$ cat src/rtl/core/assert_macros.svh
// assertion macros shared by the rtl
`ifndef ASSERT_MACROS_SVH
`define ASSERT_MACROS_SVH

// implication checked on every rising edge outside reset
`define ASSERT_IMPL(label, clk, rst_n, prop, msg) \
    label: assert property (@(posedge clk) disable iff (!rst_n) prop) else $error(msg);

// condition that must never be seen outside reset
`define ASSERT_NEVER(label, clk, rst_n, cond, msg) \
    label: assert property (@(posedge clk) disable iff (!rst_n) !(cond)) else $error(msg);

`endif

$ cat src/rtl/core/ncs_pkg.sv
// types and constants shared by the flash command sequencer
`timescale 1ns / 1ps
package ncs_pkg;

    localparam int ADDR_BITS_DEFAULT = 21;
    localparam int DATA_W            = 16;
    localparam int PROTECT_W         = 21;
    localparam int APB_DATA_W        = 32;
    localparam int PADDR_W           = 3;
    localparam int STEP_W            = 3;
    localparam int QUEUE_DEPTH       = 2;
    localparam int QPTR_W            = $clog2(QUEUE_DEPTH);
    localparam int QCNT_W            = $clog2(QUEUE_DEPTH + 1);
    localparam int TOGGLE_BIT        = 6;

    localparam logic [0:0] REG_PROTECT_IDX = 1'b0;

    localparam logic [11:0] UNLOCK_ADDR_A = 12'h555;
    localparam logic [11:0] UNLOCK_ADDR_B = 12'h2AA;
    localparam logic [DATA_W-1:0] UNLOCK_DATA_A     = 16'h00AA;
    localparam logic [DATA_W-1:0] UNLOCK_DATA_B     = 16'h0055;
    localparam logic [DATA_W-1:0] CODE_PROGRAM      = 16'h00A0;
    localparam logic [DATA_W-1:0] CODE_ERASE_SETUP  = 16'h0080;
    localparam logic [DATA_W-1:0] CODE_ERASE_SECTOR = 16'h0030;
    localparam logic [DATA_W-1:0] CODE_RESET        = 16'h00F0;

    localparam logic [STEP_W-1:0] PROG_LAST_STEP  = 3'd4;
    localparam logic [STEP_W-1:0] ERASE_LAST_STEP = 3'd6;

    typedef enum logic [1:0] {
        CMD_PROGRAM = 2'd0,
        CMD_ERASE   = 2'd1,
        CMD_RESET   = 2'd2,
        CMD_READ    = 2'd3
    } t_cmd;

    typedef enum logic [1:0] {
        KIND_WRITE = 2'd0,
        KIND_READ  = 2'd1,
        KIND_DONE  = 2'd2
    } t_kind;

    typedef enum logic [1:0] {
        ST_OK        = 2'd0,
        ST_PROTECTED = 2'd1,
        ST_BUSY      = 2'd2
    } t_status;

    typedef enum logic [1:0] {
        PH_IDLE  = 2'd0,
        PH_FIRST = 2'd1,
        PH_POLL  = 2'd2
    } t_phase;

    typedef enum logic [1:0] {
        JOB_SINGLE  = 2'd0,
        JOB_PROGRAM = 2'd1,
        JOB_ERASE   = 2'd2
    } t_job_op;

    typedef struct packed {
        t_job_op op;
        t_kind   kind;
        t_status status;
    } t_job_ctl;

endpackage

$ cat src/rtl/core/ncs_front.sv
// command classifier with the poll phase machine
`timescale 1ns / 1ps
module ncs_front
    import ncs_pkg::*;
#(
    parameter int WORD_ADDR_BITS = ADDR_BITS_DEFAULT
) (
    input  logic                      i_clk,
    input  logic                      i_rst_n,
    input  logic                      i_s_valid,
    output logic                      o_s_ready,
    input  t_cmd                      i_cmd,
    input  logic [WORD_ADDR_BITS-1:0] i_addr,
    input  logic [DATA_W-1:0]         i_data,
    input  logic [PROTECT_W-1:0]      i_protect,
    input  logic                      i_q_ready,
    output logic                      o_push,
    output t_job_ctl                  o_job,
    output logic [WORD_ADDR_BITS-1:0] o_job_addr,
    output logic [DATA_W-1:0]         o_job_data,
    output t_phase                    o_phase
);

    localparam int CmpW = (WORD_ADDR_BITS > PROTECT_W) ? WORD_ADDR_BITS : PROTECT_W;

    t_phase                    r_phase, n_phase;
    logic [WORD_ADDR_BITS-1:0] r_poll_addr, n_poll_addr;
    logic                      r_prev_toggle, n_prev_toggle;
    logic                      accept;
    logic                      toggle;
    logic                      busy;
    logic                      protected_hit;

    assign accept        = i_s_valid && i_q_ready;
    assign o_s_ready     = i_q_ready;
    assign o_push        = accept;
    assign o_phase       = r_phase;
    assign toggle        = i_data[TOGGLE_BIT];
    assign busy          = (r_phase == PH_FIRST) || (r_phase == PH_POLL);
    assign protected_hit = CmpW'(i_addr) < CmpW'(i_protect);

    always_ff @(posedge i_clk) begin
        if (!i_rst_n) begin
            r_phase       <= PH_IDLE;
            r_poll_addr   <= '0;
            r_prev_toggle <= 1'b0;
        end else if (accept) begin
            r_phase       <= n_phase;
            r_poll_addr   <= n_poll_addr;
            r_prev_toggle <= n_prev_toggle;
        end
    end

    always_comb begin
        n_phase       = r_phase;
        n_poll_addr   = r_poll_addr;
        n_prev_toggle = r_prev_toggle;
        o_job         = '{op: JOB_SINGLE, kind: KIND_DONE, status: ST_OK};
        o_job_addr    = '0;
        o_job_data    = '0;
        case (i_cmd)
            CMD_RESET: begin
                o_job.kind    = KIND_WRITE;
                o_job_data    = CODE_RESET;
                n_phase       = PH_IDLE;
                n_prev_toggle = 1'b0;
            end
            CMD_READ: begin
                case (r_phase)
                    PH_FIRST: begin
                        n_prev_toggle = toggle;
                        n_phase       = PH_POLL;
                        o_job.kind    = KIND_READ;
                        o_job_addr    = r_poll_addr;
                    end
                    PH_POLL: begin
                        if (toggle == r_prev_toggle) begin
                            n_phase = PH_IDLE;
                        end else begin
                            n_prev_toggle = toggle;
                            o_job.kind    = KIND_READ;
                            o_job_addr    = r_poll_addr;
                        end
                    end
                    default: begin
                        o_job.status = ST_BUSY;
                    end
                endcase
            end
            default: begin
                if (busy) begin
                    o_job.status = ST_BUSY;
                end else if (protected_hit) begin
                    o_job.status = ST_PROTECTED;
                end else begin
                    o_job.op      = (i_cmd == CMD_PROGRAM) ? JOB_PROGRAM : JOB_ERASE;
                    o_job.kind    = KIND_WRITE;
                    o_job_addr    = i_addr;
                    o_job_data    = i_data;
                    n_poll_addr   = i_addr;
                    n_prev_toggle = 1'b0;
                    n_phase       = PH_FIRST;
                end
            end
        endcase
    end

endmodule

$ cat src/rtl/core/ncs_queue.sv
// short job queue between classifier and bus sequencer
`timescale 1ns / 1ps
module ncs_queue
    import ncs_pkg::*;
#(
    parameter int WORD_ADDR_BITS = ADDR_BITS_DEFAULT
) (
    input  logic                      i_clk,
    input  logic                      i_rst_n,
    input  logic                      i_push,
    input  t_job_ctl                  i_job,
    input  logic [WORD_ADDR_BITS-1:0] i_job_addr,
    input  logic [DATA_W-1:0]         i_job_data,
    output logic                      o_ready,
    output logic                      o_valid,
    input  logic                      i_pop,
    output t_job_ctl                  o_job,
    output logic [WORD_ADDR_BITS-1:0] o_job_addr,
    output logic [DATA_W-1:0]         o_job_data
);

    t_job_ctl                  r_ctl  [QUEUE_DEPTH];
    logic [WORD_ADDR_BITS-1:0] r_addr [QUEUE_DEPTH];
    logic [DATA_W-1:0]         r_data [QUEUE_DEPTH];
    logic [QPTR_W-1:0]         r_wr_ptr, r_rd_ptr;
    logic [QCNT_W-1:0]         r_count;
    logic                      do_push, do_pop;

    assign o_ready    = r_count != QCNT_W'(QUEUE_DEPTH);
    assign o_valid    = r_count != '0;
    assign do_push    = i_push && o_ready;
    assign do_pop     = i_pop && o_valid;
    assign o_job      = r_ctl[r_rd_ptr];
    assign o_job_addr = r_addr[r_rd_ptr];
    assign o_job_data = r_data[r_rd_ptr];

    always_ff @(posedge i_clk) begin
        if (do_push) begin
            r_ctl[r_wr_ptr]  <= i_job;
            r_addr[r_wr_ptr] <= i_job_addr;
            r_data[r_wr_ptr] <= i_job_data;
        end
    end

    always_ff @(posedge i_clk) begin
        if (!i_rst_n) begin
            r_wr_ptr <= '0;
            r_rd_ptr <= '0;
            r_count  <= '0;
        end else begin
            if (do_push) begin
                r_wr_ptr <= r_wr_ptr + 1'b1;
            end
            if (do_pop) begin
                r_rd_ptr <= r_rd_ptr + 1'b1;
            end
            if (do_push && !do_pop) begin
                r_count <= r_count + 1'b1;
            end else if (do_pop && !do_push) begin
                r_count <= r_count - 1'b1;
            end
        end
    end

endmodule

$ cat src/rtl/core/ncs_back.sv
// bus sequencer expanding jobs into flash bus transfers
`timescale 1ns / 1ps
module ncs_back
    import ncs_pkg::*;
#(
    parameter int WORD_ADDR_BITS = ADDR_BITS_DEFAULT
) (
    input  logic                      i_clk,
    input  logic                      i_rst_n,
    input  logic                      i_q_valid,
    output logic                      o_pop,
    input  t_job_ctl                  i_job,
    input  logic [WORD_ADDR_BITS-1:0] i_job_addr,
    input  logic [DATA_W-1:0]         i_job_data,
    output logic                      o_m_valid,
    input  logic                      i_m_ready,
    output t_kind                     o_kind,
    output logic [WORD_ADDR_BITS-1:0] o_addr,
    output logic [DATA_W-1:0]         o_data,
    output t_status                   o_status,
    output logic                      o_last
);

    localparam logic [WORD_ADDR_BITS-1:0] AddrA = WORD_ADDR_BITS'(UNLOCK_ADDR_A);
    localparam logic [WORD_ADDR_BITS-1:0] AddrB = WORD_ADDR_BITS'(UNLOCK_ADDR_B);

    logic [STEP_W-1:0]         r_step;
    logic                      r_valid;
    t_kind                     r_kind;
    logic [WORD_ADDR_BITS-1:0] r_addr;
    logic [DATA_W-1:0]         r_data;
    t_status                   r_status;
    logic                      r_last;

    t_kind                     res_kind;
    logic [WORD_ADDR_BITS-1:0] res_addr;
    logic [DATA_W-1:0]         res_data;
    t_status                   res_status;
    logic                      res_last;
    logic                      load;

    assign load      = i_q_valid && (!r_valid || i_m_ready);
    assign o_pop     = load && res_last;
    assign o_m_valid = r_valid;
    assign o_kind    = r_kind;
    assign o_addr    = r_addr;
    assign o_data    = r_data;
    assign o_status  = r_status;
    assign o_last    = r_last;

    always_comb begin
        res_kind   = KIND_WRITE;
        res_addr   = '0;
        res_data   = '0;
        res_status = ST_OK;
        res_last   = 1'b0;
        case (i_job.op)
            JOB_PROGRAM: begin
                case (r_step)
                    3'd0: begin
                        res_addr = AddrA;
                        res_data = UNLOCK_DATA_A;
                    end
                    3'd1: begin
                        res_addr = AddrB;
                        res_data = UNLOCK_DATA_B;
                    end
                    3'd2: begin
                        res_addr = AddrA;
                        res_data = CODE_PROGRAM;
                    end
                    3'd3: begin
                        res_addr = i_job_addr;
                        res_data = i_job_data;
                    end
                    default: begin
                        res_kind = KIND_READ;
                        res_addr = i_job_addr;
                        res_last = 1'b1;
                    end
                endcase
            end
            JOB_ERASE: begin
                case (r_step)
                    3'd0, 3'd3: begin
                        res_addr = AddrA;
                        res_data = UNLOCK_DATA_A;
                    end
                    3'd1, 3'd4: begin
                        res_addr = AddrB;
                        res_data = UNLOCK_DATA_B;
                    end
                    3'd2: begin
                        res_addr = AddrA;
                        res_data = CODE_ERASE_SETUP;
                    end
                    3'd5: begin
                        res_addr = i_job_addr;
                        res_data = CODE_ERASE_SECTOR;
                    end
                    default: begin
                        res_kind = KIND_READ;
                        res_addr = i_job_addr;
                        res_last = 1'b1;
                    end
                endcase
            end
            default: begin
                res_kind   = i_job.kind;
                res_addr   = i_job_addr;
                res_data   = i_job_data;
                res_status = i_job.status;
                res_last   = 1'b1;
            end
        endcase
    end

    always_ff @(posedge i_clk) begin
        if (!i_rst_n) begin
            r_step  <= '0;
            r_valid <= 1'b0;
        end else if (load) begin
            r_valid <= 1'b1;
            r_step  <= res_last ? '0 : r_step + 1'b1;
        end else if (i_m_ready) begin
            r_valid <= 1'b0;
        end
    end

    always_ff @(posedge i_clk) begin
        if (load) begin
            r_kind   <= res_kind;
            r_addr   <= res_addr;
            r_data   <= res_data;
            r_status <= res_status;
            r_last   <= res_last;
        end
    end

endmodule

$ cat src/rtl/core/nor_flash_command_sequencer.sv
// Command sequencer for an AMD-style NOR flash with toggle-bit polling.
// Host commands and flash read returns enter on the s_ stream, tuser giving the command;
// bus writes, read requests and completion reports leave on the m_ stream, tlast marking
// the final transfer caused by each input. Commands are classified and the poll phase is
// updated as they are taken, then handed through a two-entry job queue to a sequencer that
// sends one bus transfer per cycle while m_tready is high: a program gives 5 transfers,
// an erase 7, any other command (reset, read return, refusal) 1, so single-transfer items
// flow at one per cycle. The protection limit register lies at APB byte address 0; it is
// to be written only while the block is idle, which the block itself does not enforce.
`timescale 1ns / 1ps
`include "assert_macros.svh"
module nor_flash_command_sequencer
    import ncs_pkg::*;
#(
    parameter  int WORD_ADDR_BITS = ADDR_BITS_DEFAULT,
    localparam int InTdataW       = ((WORD_ADDR_BITS + DATA_W + 7) / 8) * 8,
    localparam int OutTdataW      = ((WORD_ADDR_BITS + DATA_W + 2 + 7) / 8) * 8
) (
    input  logic                  i_clk,
    input  logic                  i_rst_n,
    input  logic                  s_tvalid,
    output logic                  s_tready,
    input  logic [InTdataW-1:0]   s_tdata,   // word_address, data_word
    input  logic [1:0]            s_tuser,   // command
    output logic                  m_tvalid,
    input  logic                  m_tready,
    output logic [OutTdataW-1:0]  m_tdata,   // bus_address, bus_data, status
    output logic [1:0]            m_tuser,   // kind
    output logic                  m_tlast,
    input  logic                  psel,
    input  logic                  penable,
    input  logic                  pwrite,
    input  logic [PADDR_W-1:0]    paddr,
    input  logic [APB_DATA_W-1:0] pwdata,
    output logic [APB_DATA_W-1:0] prdata,
    output logic                  pready
);

    logic [PROTECT_W-1:0]      r_protect;
    logic                      q_ready, q_valid, push, pop;
    t_job_ctl                  f_job, q_job;
    logic [WORD_ADDR_BITS-1:0] f_job_addr, q_job_addr, b_addr;
    logic [DATA_W-1:0]         f_job_data, q_job_data, b_data;
    t_phase                    phase;
    t_kind                     b_kind;
    t_status                   b_status;
    logic                      reg_sel;

    assign pready  = 1'b1;
    assign reg_sel = paddr[PADDR_W-1:2] == REG_PROTECT_IDX;
    assign prdata  = reg_sel ? APB_DATA_W'(r_protect) : '0;

    always_ff @(posedge i_clk) begin
        if (!i_rst_n) begin
            r_protect <= '0;
        end else if (psel && penable && pwrite && pready && reg_sel) begin
            r_protect <= pwdata[PROTECT_W-1:0];
        end
    end

    ncs_front #(.WORD_ADDR_BITS(WORD_ADDR_BITS)) u_front (
        .i_clk      (i_clk),
        .i_rst_n    (i_rst_n),
        .i_s_valid  (s_tvalid),
        .o_s_ready  (s_tready),
        .i_cmd      (t_cmd'(s_tuser)),
        .i_addr     (s_tdata[WORD_ADDR_BITS-1:0]),
        .i_data     (s_tdata[WORD_ADDR_BITS+DATA_W-1:WORD_ADDR_BITS]),
        .i_protect  (r_protect),
        .i_q_ready  (q_ready),
        .o_push     (push),
        .o_job      (f_job),
        .o_job_addr (f_job_addr),
        .o_job_data (f_job_data),
        .o_phase    (phase)
    );

    ncs_queue #(.WORD_ADDR_BITS(WORD_ADDR_BITS)) u_queue (
        .i_clk      (i_clk),
        .i_rst_n    (i_rst_n),
        .i_push     (push),
        .i_job      (f_job),
        .i_job_addr (f_job_addr),
        .i_job_data (f_job_data),
        .o_ready    (q_ready),
        .o_valid    (q_valid),
        .i_pop      (pop),
        .o_job      (q_job),
        .o_job_addr (q_job_addr),
        .o_job_data (q_job_data)
    );

    ncs_back #(.WORD_ADDR_BITS(WORD_ADDR_BITS)) u_back (
        .i_clk      (i_clk),
        .i_rst_n    (i_rst_n),
        .i_q_valid  (q_valid),
        .o_pop      (pop),
        .i_job      (q_job),
        .i_job_addr (q_job_addr),
        .i_job_data (q_job_data),
        .o_m_valid  (m_tvalid),
        .i_m_ready  (m_tready),
        .o_kind     (b_kind),
        .o_addr     (b_addr),
        .o_data     (b_data),
        .o_status   (b_status),
        .o_last     (m_tlast)
    );

    assign m_tuser = b_kind;
    assign m_tdata = OutTdataW'({b_status, b_data, b_addr});

    `ASSERT_IMPL(a_done_is_last, i_clk, i_rst_n,
        (m_tvalid && b_kind == KIND_DONE) |-> (m_tlast && b_addr == '0 && b_data == '0),
        "completion report not final or carries bus fields")
    `ASSERT_NEVER(a_bus_status_ok, i_clk, i_rst_n,
        m_tvalid && b_kind != KIND_DONE && b_status != ST_OK,
        "bus transfer carries a refusal status")
    `ASSERT_IMPL(a_reset_idles, i_clk, i_rst_n,
        (s_tvalid && s_tready && t_cmd'(s_tuser) == CMD_RESET) |=> (phase == PH_IDLE),
        "reset command did not return to idle")

endmodule

$ cat config.mk
export PLATFORM = sky130hd
export DESIGN_NAME = nor_flash_command_sequencer
export DESIGN_NICKNAME = d
export VERILOG_FILES = /design/src/rtl/core/ncs_pkg.sv /design/src/rtl/core/ncs_front.sv /design/src/rtl/core/ncs_queue.sv /design/src/rtl/core/ncs_back.sv /design/src/rtl/core/nor_flash_command_sequencer.sv
export VERILOG_INCLUDE_DIRS = /design/src /design/src/rtl/core
export SDC_FILE = /design/constraint.sdc
export NUM_CORES = 1
export LEC_CHECK = 0
export BUFFER_PORTS_ARGS = -buffer_cell sky130_fd_sc_hd__buf_2
export CORE_MARGIN = 3
export CORE_UTILIZATION = 35
export CTS_BUF_LIST = sky130_fd_sc_hd__clkbuf_8
export CTS_CLUSTER_DIAMETER = 60
export DETAILED_ROUTE_END_ITERATION = 8
export MAX_ROUTING_LAYER = met4
export PLACE_DENSITY = 0.53
export SETUP_SLACK_MARGIN = 0.5
export SLEW_MARGIN = 10
export SYNTH_ARGS = -nofsm -noshare
export SYNTH_HDL_FRONTEND = slang
export SYNTH_SLANG_ARGS = --single-unit
$ cat constraint.sdc
create_clock -name i_clk -period 3.98 [get_ports i_clk]
set_clock_uncertainty 0.05 [all_clocks]
set_input_delay 0.796 -clock i_clk [delete_from_list [all_inputs] [get_ports i_clk]]
set_output_delay 0.796 -clock i_clk [all_outputs]
set_load 0.01 [all_outputs]
# Yosys cells after proc, flatten, opt, wreduce, memory -nomap -nowiden
# Memories as Yosys holds them, arrays and structs flattened. A register that Yosys moved wholly into a read port is not among the register bits.
# Index checks and enable logic that the tools add are counted.
[word_totals]
reg_bits = 95
latchBits = 0
ram_bits = 86
romBits = 0
in_bits = 84
out_inout_bits = 78
wordCells = 132
mem_count = 3
[op_classes]
add_sub_neg = 5
n_mul = 0
n_div = 0
magnitude_cmp = 1
n_eq_ne = 18
n_shift = 0
n_mux = 55
n_bitwise = 4
reduce_logical = 32
[mem_list]
columns = ["name", "words", "width", "rd", "rd_clocked_by_memory_dff", "write_ports", "line_no", "rtl"]
rows = [
  ["u_queue.r_addr", 2, 21, 1, 1, 1, "ncs_queue.sv:23", "logic [WORD_ADDR_BITS-1:0] r_addr [QUEUE_DEPTH];"],
  ["u_queue.r_data", 2, 16, 1, 1, 1, "ncs_queue.sv:24", "logic [DATA_W-1:0] r_data [QUEUE_DEPTH];"],
  ["u_queue.r_ctl", 2, 6, 1, 1, 1, "ncs_queue.sv:22", "t_job_ctl r_ctl [QUEUE_DEPTH];"],
]
[op_table]
columns = ["operator", "n"]
rows = [
  ["21-bit one-hot mux with 2 select lines", 5],
  ["21-bit 2-to-1 mux", 4],
  ["16-bit one-hot mux with 2 select lines", 2],
  ["16-bit one-hot mux with 4 select lines", 1],
  ["16-bit 2-to-1 mux", 2],
  ["8-bit one-hot mux with 4 select lines", 1],
  ["2-bit one-hot mux with 2 select lines", 6],
  ["21-bit less-than comparator", 1],
  ["2-bit 2-to-1 mux", 10],
  ["1-bit 2-to-1 mux", 18],
  ["3-bit != test (second input constant)", 4],
  ["2-bit OR reduction", 6],
  ["1-bit logical AND", 10],
  ["5-bit AND reduction", 2],
  ["2-bit == test (second input constant)", 4],
  ["4-bit 2-to-1 mux", 2],
  ["3-bit by 2-bit == test with 1-bit output (second input constant)", 2],
  ["3-bit == test (second input constant)", 2],
  ["1-bit one-hot mux with 2 select lines", 3],
  ["2-bit nonzero test", 3],
  ["6-bit OR reduction", 1],
  ["2-bit by 1-bit == test with 1-bit output (second input constant)", 2],
  ["1-bit inverter", 4],
  ["4-bit AND reduction", 1],
  ["15 further kinds", 19],
]

# Longest topological paths before layout
# Gate-level depths: netlist (run 1).
[depth]
depth_word = 9
depth_mapped = 13

# By module
# A second synthesis (run 1) with hierarchy kept.
[hier_totals]
hier_cells = 714
hier_area_um2 = 8650.8
[modules_own_cells]
columns = ["module", "n_inst", "cells_per_inst", "area_each_um2"]
rows = [
  ["ncs_queue", 1, 158, 3342.0],
  ["ncs_back", 1, 172, 2164.6],
  ["ncs_front", 1, 253, 2028.2],
  ["nor_flash_command_sequencer", 1, 131, 1116.1],
]

# Worst setup path after synthesis (run 1)
# Ideal clock, no wire load.
[synth_timing]
path_kind = "input port to flip-flop"
start = "input port s_tvalid"
end = "memory u_queue.r_addr[0][0] in the netlist's numbering (enable)"
setup_time_ns = 0.444
arrival_ns = 2.791
t_required_ns = 3.486
setup_slack_ns = 0.696
stages = 2
path_cell_list = "nand2_1 > nor2_1"
[synth_between]
elab_chain_cells = 4
[synth_rtl]
columns = ["element", "line_no", "rtl"]
rows = [
  ["from (decl)", "nor_flash_command_sequencer.sv:21", "input logic s_tvalid,"],
  ["1-bit logical AND", "ncs_front.sv:34", "assign accept = i_s_valid && i_q_ready;"],
  ["1-bit logical AND", "ncs_queue.sv:31", "assign do_push = i_push && o_ready;"],
  ["1-bit 2-to-1 mux", "ncs_queue.sv:38", "if (do_push) begin"],
  ["1-bit 2-to-1 mux (not written as such)", "ncs_queue.sv:40", "r_addr[r_wr_ptr] <= i_job_addr;"],
  ["to (decl)", "ncs_queue.sv:23", ""],
]
# Every way passes these cells.

==> reports/results.ini, run 1 <==
[outcome]
status=finished, final reports clean

[clock_network]
cts_made_buffers=17
root_buffer=clkbuf_8
h-tree-depth=4
postCtsSetupBuffers=0
cts_resized=0
cts_tree=yes
cts_buffer_depth=2
numClockSinks=182
cts.clk_slew.worst_paths_ns=0.10
hold_buffers=0
insertion_delay_ns=0.46

[drt]
dr_wl_met3_um=905
drcViolationCount=0
highest_layer=met4
dr_total_vias=5354
vias_per_cell=4.61
wl_met1_um=8560
dr_wl_met2_um=7380
dr.pass1.iters=4
drt-initial-drc-count=287
wirelength_um=17000
routedWlPerCell_um=14.7
postRouteAntennaNets=0

[critical_path]
required_ns=4.32
cp-start-kind=flip-flop
cpPeakStageDelay_ns=0.53
end_kind=flip-flop
arrival_ns=3.36
crit_fanout=10
slowest_stage=dfxtp_2
path_cells=mux2i_1, inv_1, ha_1, inv_1, o21ai_1, nand2_1, ha_1, or3_1, a21boi_0
crit_type=flip-flop to flip-flop

[place]
gp_congestion=0.798
place_ws_ns=0.695
numPortBuffers=132
dp.final_hpwl_um=12100

[timing]
maxSlewViolCount=0
final.setup.tns_ns=0
worst_slack_ns=0.957
finalHoldViolCount=0
setup_viol=0
fin_crit_sh=0.759
fin_crit_ns=3.02
maxSlewHeadroom=0.290
fmax_ghz=0.331
worst_pin_slew_ns=1.07
rsz0062_at_grt=false

[grt]
antenna_found_initial=1
grt_pass1_vias=5181
track_usage=0.140
grt_pass1_wl_um=27400
grt_max_degree=53
overflow=0

[yosys]
synth_top_area_share=0.469
ys_async_sr_fraction=0
ys_seq_area_frac=0.600
synthCells=709
synth_cell_types=46
synthesis.area_mm2=0.00820
ys_seq_elements=182
netlist_top_cells_area=edfxtp_1, dfxtp_1, mux2i_1
synth_top_area_cell=edfxtp_1
yosys_warnings=0
synth_edf_count=128
synth_flop_cell=edfxtp_1
avgSynthCellArea_um2=11.6

[power_and_ir_drop]
p_per_area_mw_per_mm2=617
peakVddDrop_mv=0.226
leakagePower_nw=3.62
power_w=0.00591

[cells_and_area]
area_growth_pct=16.7
layout_common_cells=buf_2, edfxtp_1, nand2_1
nets=948
drive_gt1_frac=0.217
mostFrequentLayoutCell=buf_2
finish.utilization=0.419

[floorplanning]
row_count=55
dieArea_mm2=0.0253
core_area_mm2=0.0228
die_h_um=159
dieWidth_um=159
io_pins=162
start_util=0.359

[flow_run]
max-cap-violations=0

[worst_hold_path]
hold_path_class=flip-flop to flip-flop

[registers in the layout (all words and copies together) (netlist names), 2 cells and up, named ones only]
signal / cells
u_back.o_kind: 2
u_queue.r_data: 32
u_queue.r_ctl: 12
u_back.o_addr: 21
u_back.o_data: 16
u_back.o_status: 2
u_front.r_poll_addr: 21
u_back.r_step: 3
r_protect: 21
u_front.o_phase: 2
u_queue.r_count: 2
u_queue.r_addr: 42
[critical path, delay by kind of cell, from the launching register on]
kind / cells / cell delay [ns]
compound gates: 2 / 0.47
fa+ha+maj: 2 / 0.80
mux: 1 / 0.28
flops: 1 / 0.53
buf+inv: 2 / 0.29
simple gates: 2 / 0.54
[through the flow]
stage	instance area, µm²	std cells	hold WS [ns]
3_5_place_dp	9150	1128	0.396
6_report	9580	1161	0.411
4_1_cts	9570	1160	0.413
2_1_floorplan	8240	720	0.384
5_1_grt	9580	1161	0.434
3_3_place_gp	9150	1128	0.392
[layer usage]
| metal | GRT usage | up-vias |
|---|---|---|
| li1 | - | 2727 |
| met2 | 0.200 | 150 |
| met3 | 0.0375 | 12 |
| met5 | - | - |
| met4 | 0.0330 | 0 |
| met1 | 0.200 | 2465 |
[synth_stat cells, types with 6 or more instances]
master    count
nand2_1     107
inv_1        34
mux2i_1      63
nor3_1        7
nor2b_1       8
o21ai_0      26
a22o_1       21
nor2_1       54
a21oi_1      26
and2_1       19
clkbuf_1     25
dfxtp_1      54
a21boi_0     28
edfxtp_1    128
ha_1         30
a21o_1        6
buf_4        13
[report_power, final]
part           internal [W]  total [W]  switching, W
registers           0.00265    0.00279      0.000144
logic              0.000681    0.00180       0.00112
clock network      0.000646    0.00132      0.000672
total               0.00397    0.00591       0.00194
[area by class of cell]
type                       count  area [µm²]
fill                        2231       13300
sequential                   182        4930
multi-input combinational    457        2970
timing repair buffer         142         736
tap                          313         392
clock buffer                  18         248
clock inverter                14         173
inverter                      34         128
antenna                        1        2.50
[cell families (layout without fill, tap and decap cells)]
family / count (synthesis) / in the layout / share of synthesized area
adder cells (fa/ha/maj): 30 / 30 / 0.0458
multiplexers: 66 / 66 / 0.0810
AO/OA/AOI/OAI: 128 / 128 / 0.106
flip-flops: 182 / 182 / 0.600
buffers and inverters: 81 / 208 / 0.0453
XOR/XNOR: 5 / 5 / 0.00534
other: 2 / 14 / 0.000916
AND/OR/NAND/NOR: 215 / 215 / 0.115
[worst paths after layout]
check | startpoint | end | slack, ns | cells after the start
worst max-delay path | flip-flop | u_queue.r_count[1]$_SDFFE_PN0P_ | 0.96 | 9
worst max register to register | flip-flop | u_queue.r_count[1]$_SDFFE_PN0P_ | 0.96 | 9
worst min-delay path | u_front.r_poll_addr[15]$_SDFFE_PN0P_ | u_front.r_poll_addr[15]$_SDFFE_PN0P_ | 0.41 | 2
worst min register to register | u_front.r_poll_addr[15]$_SDFFE_PN0P_ | u_front.r_poll_addr[15]$_SDFFE_PN0P_ | 0.41 | 2
(Power assumes the default switching activity.)
==> run 2: changes to the inputs <==
PLACE_DENSITY = 0.55   (was 0.53)
clock period = 2.4 ns   (was 3.98 ns; I/O delays follow)
==> reports/results.ini, run 2 (same netlist as run 1, synthesis figures left out) <==
[timing]
fin_crit_ns=2.49
fin_crit_sh=1.04
maxSlewHeadroom=0.637
setup_viol=44
finalHoldViolCount=0
maxSlewViolCount=0
worst_slack_ns=-0.0881
rsz0062_at_grt=true
worst_pin_slew_ns=0.545
whs_ns=0.203
fmax_ghz=0.402

[drt]
drcViolationCount=0
dr.pass1.iters=4
postRouteAntennaNets=0
vias_per_cell=4.65
wirelength_um=18800
drt-initial-drc-count=255
dr_total_vias=5775
routedWlPerCell_um=15.1

[cells_and_area]
regMostFlops=u_queue.r_addr
layout_common_cells=buf_2, edfxtp_1, nand2_1
mostFrequentLayoutCell=buf_2
reg.largest.list=u_queue.r_addr x42, u_queue.r_data x32
area_growth_pct=35.3
drive_gt1_frac=0.411
nets=1029
largest_register_ffs=42

[grt]
overflow=0
antenna_found_initial=1
track_usage=0.156
grt_max_degree=45
grt_pass1_wl_um=30600
grt_pass1_vias=5800

[place]
place_ws_ns=-0.412
gp_congestion=0.810
numPortBuffers=132
dp.final_hpwl_um=12500

[power_and_ir_drop]
power_w=0.0115
peakVddDrop_mv=0.579
p_per_area_mw_per_mm2=1040
leakagePower_nw=4.19

[clock_network]
cts.clk_slew.worst_paths_ns=0.10
hold_buffers=0
root_buffer=clkbuf_8
cts_tree=yes
insertion_delay_ns=0.46
numClockSinks=182
cts_buffer_depth=2
h-tree-depth=4
cts_made_buffers=17

[worst_hold_path]
hold_path_class=input port to flip-flop
holdPathStages=3

[critical_path]
cp-start-kind=flip-flop
crit_family=compound AO/OA/AOI/OAI gates
arrival_ns=2.83
required_ns=2.74
rr_worst_depth=10
r2r_slack_ns=-0.09
cpPeakStageDelay_ns=0.37
crit_cells=10
slowest_stage=nor4_4
cp_num_buf_inv=3
crit_fanout=5
path_cells=inv_2, ha_4, nand4_1, nor4_4, o211ai_1, o21a_2, a211oi_4, buf_4, buf_6, mux2i_1
end_kind=flip-flop
crit_type=flip-flop to flip-flop

[floorplanning]
row_count=55
die_h_um=159
start_util=0.359
dieArea_mm2=0.0253
core_area_mm2=0.0228
dieWidth_um=159
io_pins=162

[outcome]
status=finished with violations
violations=setup timing

[flow_run]
max-cap-violations=0

==> run 2: cell types whose count changed in the layout (fill, tap and decap cells not counted), sizes merged <==
cell / delta
buf: +81
clkinv: +5
inv: -5
clkinvlp: +3
bufinv: -2
clkbuf: -1
==> run 2: power by group <==
group	total [W]	internal (W)	switching, W
clock network	0.00195	0.000822	0.00113
logic	0.00492	0.00225	0.00268
registers	0.00462	0.00439	0.000231
total	0.0115	0.00746	0.00403
==> run 2: per-stage QoR <==
step | util | area [µm²] | setup TNS, ns | std cells
2_1_floorplan | - | 8560 | 0 | 720
5_1_grt | 0.486 | 11100 | -11.88 | 1242
3_5_place_dp | 0.425 | 9710 | -30.23 | 1168
4_1_cts | 0.474 | 10800 | -1.93 | 1233
6_report | 0.486 | 11100 | -1.90 | 1242
3_3_place_gp | 0.425 | 9710 | -25.10 | 1168
==> run 2: final cells by class <==
cell class | count | area (µm²)
clock buffer | 17 | 234
inverter | 34 | 144
antenna | 1 | 2.50
sequential | 182 | 4940
clock inverter | 15 | 131
timing repair buffer | 223 | 1560
tap | 313 | 392
fill | 2098 | 11800
multi-input combinational | 457 | 3690
==> run 2: metal layers <==
layer,share of wire,track usage,vias to the layer above
met5,0,-,-
met2,0.47,0.248,146
li1,-,-,2887
met3,0.050,0.0382,15
met4,0.010,0.0370,0
met1,0.47,0.204,2727
==> run 2: what timing repair did <==
action,4_1_cts,5_1_grt
pin swaps,26,24
resized for setup,119,46
endpoints found under the setup margin,144,147
cloned,4,0
endpoints found under the hold margin,0,0
setup buffers,29,8
==> run 2: final timing paths <==
path,from,end
worst max-delay path,r_protect[18]$_SDFFE_PN0P_,u_front.r_poll_addr[10]$_SDFFE_PN0P_
worst min-delay path,pwdata[18],r_protect[18]$_SDFFE_PN0P_
worst max register to register,r_protect[18]$_SDFFE_PN0P_,u_front.r_poll_addr[10]$_SDFFE_PN0P_
worst min register to register,u_front.r_poll_addr[19]$_SDFFE_PN0P_,u_front.r_poll_addr[19]$_SDFFE_PN0P_
==> run 2: worst min-delay path, cell delays in order <==
cell	delay, ns
buf_2	0.09
nand2_1	0.04
a21boi_0	0.06
==> run 3: changes to the inputs <==
BUFFER_PORTS_ARGS = -buffer_cell sky130_fd_sc_hd__buf_4   (was -buffer_cell sky130_fd_sc_hd__buf_2)
==> reports/results.ini, run 3 (same netlist as run 1, synthesis figures left out) <==
[critical_path]
rr_worst_depth=10
crit_fanout=6
cp-start-kind=flip-flop
arrival_ns=2.74
rr_startpoint=r_protect[20]$_SDFFE_PN0P_
r2r_end=u_queue.r_addr[1][11]$_DFFE_PP_
r2r_slack_ns=-0.06
crit_type=flip-flop to flip-flop
required_ns=2.68
end_kind=flip-flop

[timing]
setup_viol=88
final.setup.tns_ns=-2.73
whs_ns=0.207
maxSlewViolCount=0
fmax_ghz=0.406
fin_crit_sh=1.03
worst_slack_ns=-0.0617
finalHoldViolCount=0
rsz0062_at_grt=true
fin_crit_ns=2.46

[place]
gp_congestion=0.793
placed_area_mm2=0.0100
dp.final_hpwl_um=12700
numPortBuffers=132
placed_cells=1166

[power_and_ir_drop]
combPwrFrac=0.448
intPower_w=0.00807
sequentialPowerShare=0.378
peakVddDrop_mv=0.554
p_per_area_mw_per_mm2=1060
switchingPower_w=0.00419
switching_share=0.342
leakagePower_nw=4.36
p_clk_frac=0.174

[drt]
dr.pass1.iters=4
vias_per_cell=4.65
drt-initial-drc-count=399
dr_total_vias=5797
postRouteAntennaNets=0
routedWlPerCell_um=15.7
wirelength_um=19600
drcViolationCount=0

[worst_hold_path]
min-delay-start=pwdata[18]
holdPathStages=3
min_to=r_protect[18]$_SDFFE_PN0P_
hold_path_class=input port to flip-flop

[cells_and_area]
mostFrequentLayoutCell=buf_4
reg.largest.list=u_queue.r_addr x42, u_queue.r_data x32
n_antenna_cell=0
finish.utilization=0.509
regMostFlops=u_queue.r_addr
area_growth_pct=41.6
multi_input_area_mm2=0.00369
design_area_mm2=0.0116
nets=1036
largest_register_ffs=42
layout_common_cells=buf_4, edfxtp_1, nand2_1
drive_gt1_frac=0.415
finalNonFillerCells=1248
fill_cells=2061
register_area_mm2=0.00494

[grt]
overflow=0
grt_pass1_vias=5756
track_usage=0.158
antenna_found_initial=0
grt_max_degree=45
grt_pass1_wl_um=30700

[floorplanning]
die_h_um=159
dieWidth_um=159
io_pins=162
dieArea_mm2=0.0253
core_area_mm2=0.0228
start_util=0.359
row_count=55

[clock_network]
hold_buffers=0
root_buffer=clkbuf_8
cts.clk_slew.worst_paths_ns=0.10
insertion_delay_ns=0.47
cts_made_buffers=17
cts_buffer_depth=2
cts_tree=yes
h-tree-depth=4
numClockSinks=182

[outcome]
violations=setup timing
status=finished with violations

[flow_run]
max-cap-violations=0

-- run 3: cell types whose count changed in the layout (fill, tap and decap cells not counted), sizes merged --
| cell | previous run | this run |
|---|---|---|
| buf | 223 | 228 |
| bufinv | 1 | 2 |
| clkbuf | 17 | 19 |
| clkinv | 8 | 1 |
| diode | 1 | 0 |
| inv | 35 | 41 |
-- run 3: worst max path at each step --
stage / start / end
finish: r_protect[20]$_SDFFE_PN0P_ / u_queue.r_addr[1][11]$_DFFE_PP_
CTS: r_protect[18]$_SDFFE_PN0P_ / u_front.r_poll_addr[4]$_SDFFE_PN0P_
global route: r_protect[18]$_SDFFE_PN0P_ / u_front.r_poll_addr[4]$_SDFFE_PN0P_
global placement: s_tdata[15] / u_front.r_poll_addr[14]$_SDFFE_PN0P_
detailed placement: s_tdata[15] / u_front.r_poll_addr[12]$_SDFFE_PN0P_
floorplan: m_tready / u_queue.r_count[1]$_SDFFE_PN0P_
-- run 3: area by class of cell --
type	instances	share of cell area
clock inverters	15	0.0145
well taps	313	0.0337
flip-flops and latches	182	0.425
inverters	34	0.0126
repair buffers	230	0.176
clock buffers	17	0.0201
multi-input cells	457	0.317
-- run 3: routing by layer --
| metal | routed length, µm | part of all wire | vias to the layer above | track usage |
|---|---|---|---|---|
| met5 | 0 | 0 | - | - |
| met2 | 9190 | 0.47 | 130 | 0.247 |
| met4 | 208 | 0.011 | 0 | 0.0382 |
| met3 | 991 | 0.051 | 20 | 0.0401 |
| met1 | 9180 | 0.47 | 2752 | 0.207 |
| li1 | - | - | 2895 | - |
-- run 3: worst max-delay path, cell delays in order, from the launching register on --
cell and delay (ns):
dfxtp_2 0.35, inv_2 0.05, ha_4 0.26, nand4_1 0.16
nor4_4 0.34, o211ai_1 0.18, o21a_4 0.26, a21oi_4 0.21
buf_6 0.15, clkbuf_16 0.14, a22o_1 0.16
-- run 3: power by group through the flow --
stage	registers, W	logic, W	clock network, W
2_1_floorplan	0.00486	0.00223	0
3_3_place_gp	0.00468	0.00370	0
3_5_place_dp	0.00470	0.00374	0
4_1_cts	0.00464	0.00500	0.00221
5_1_grt	0.00471	0.00592	0.00236
6_report	0.00464	0.00550	0.00213
-- run 3: through the flow --
stage	power, W	setup WS [ns]
floorplan	0.00709	0.0149
global placement	0.00838	-0.353
detailed placement	0.00844	-0.415
CTS	0.0119	-0.0490
global route	0.0130	-0.177
finish	0.0123	-0.0617
-- run 3: what timing repair did --
item	CTS	global route
setup endpoints to repair	151	146
gates resized for setup	117	63
pin swaps	29	24
setup buffers	33	10
cloned	5	2
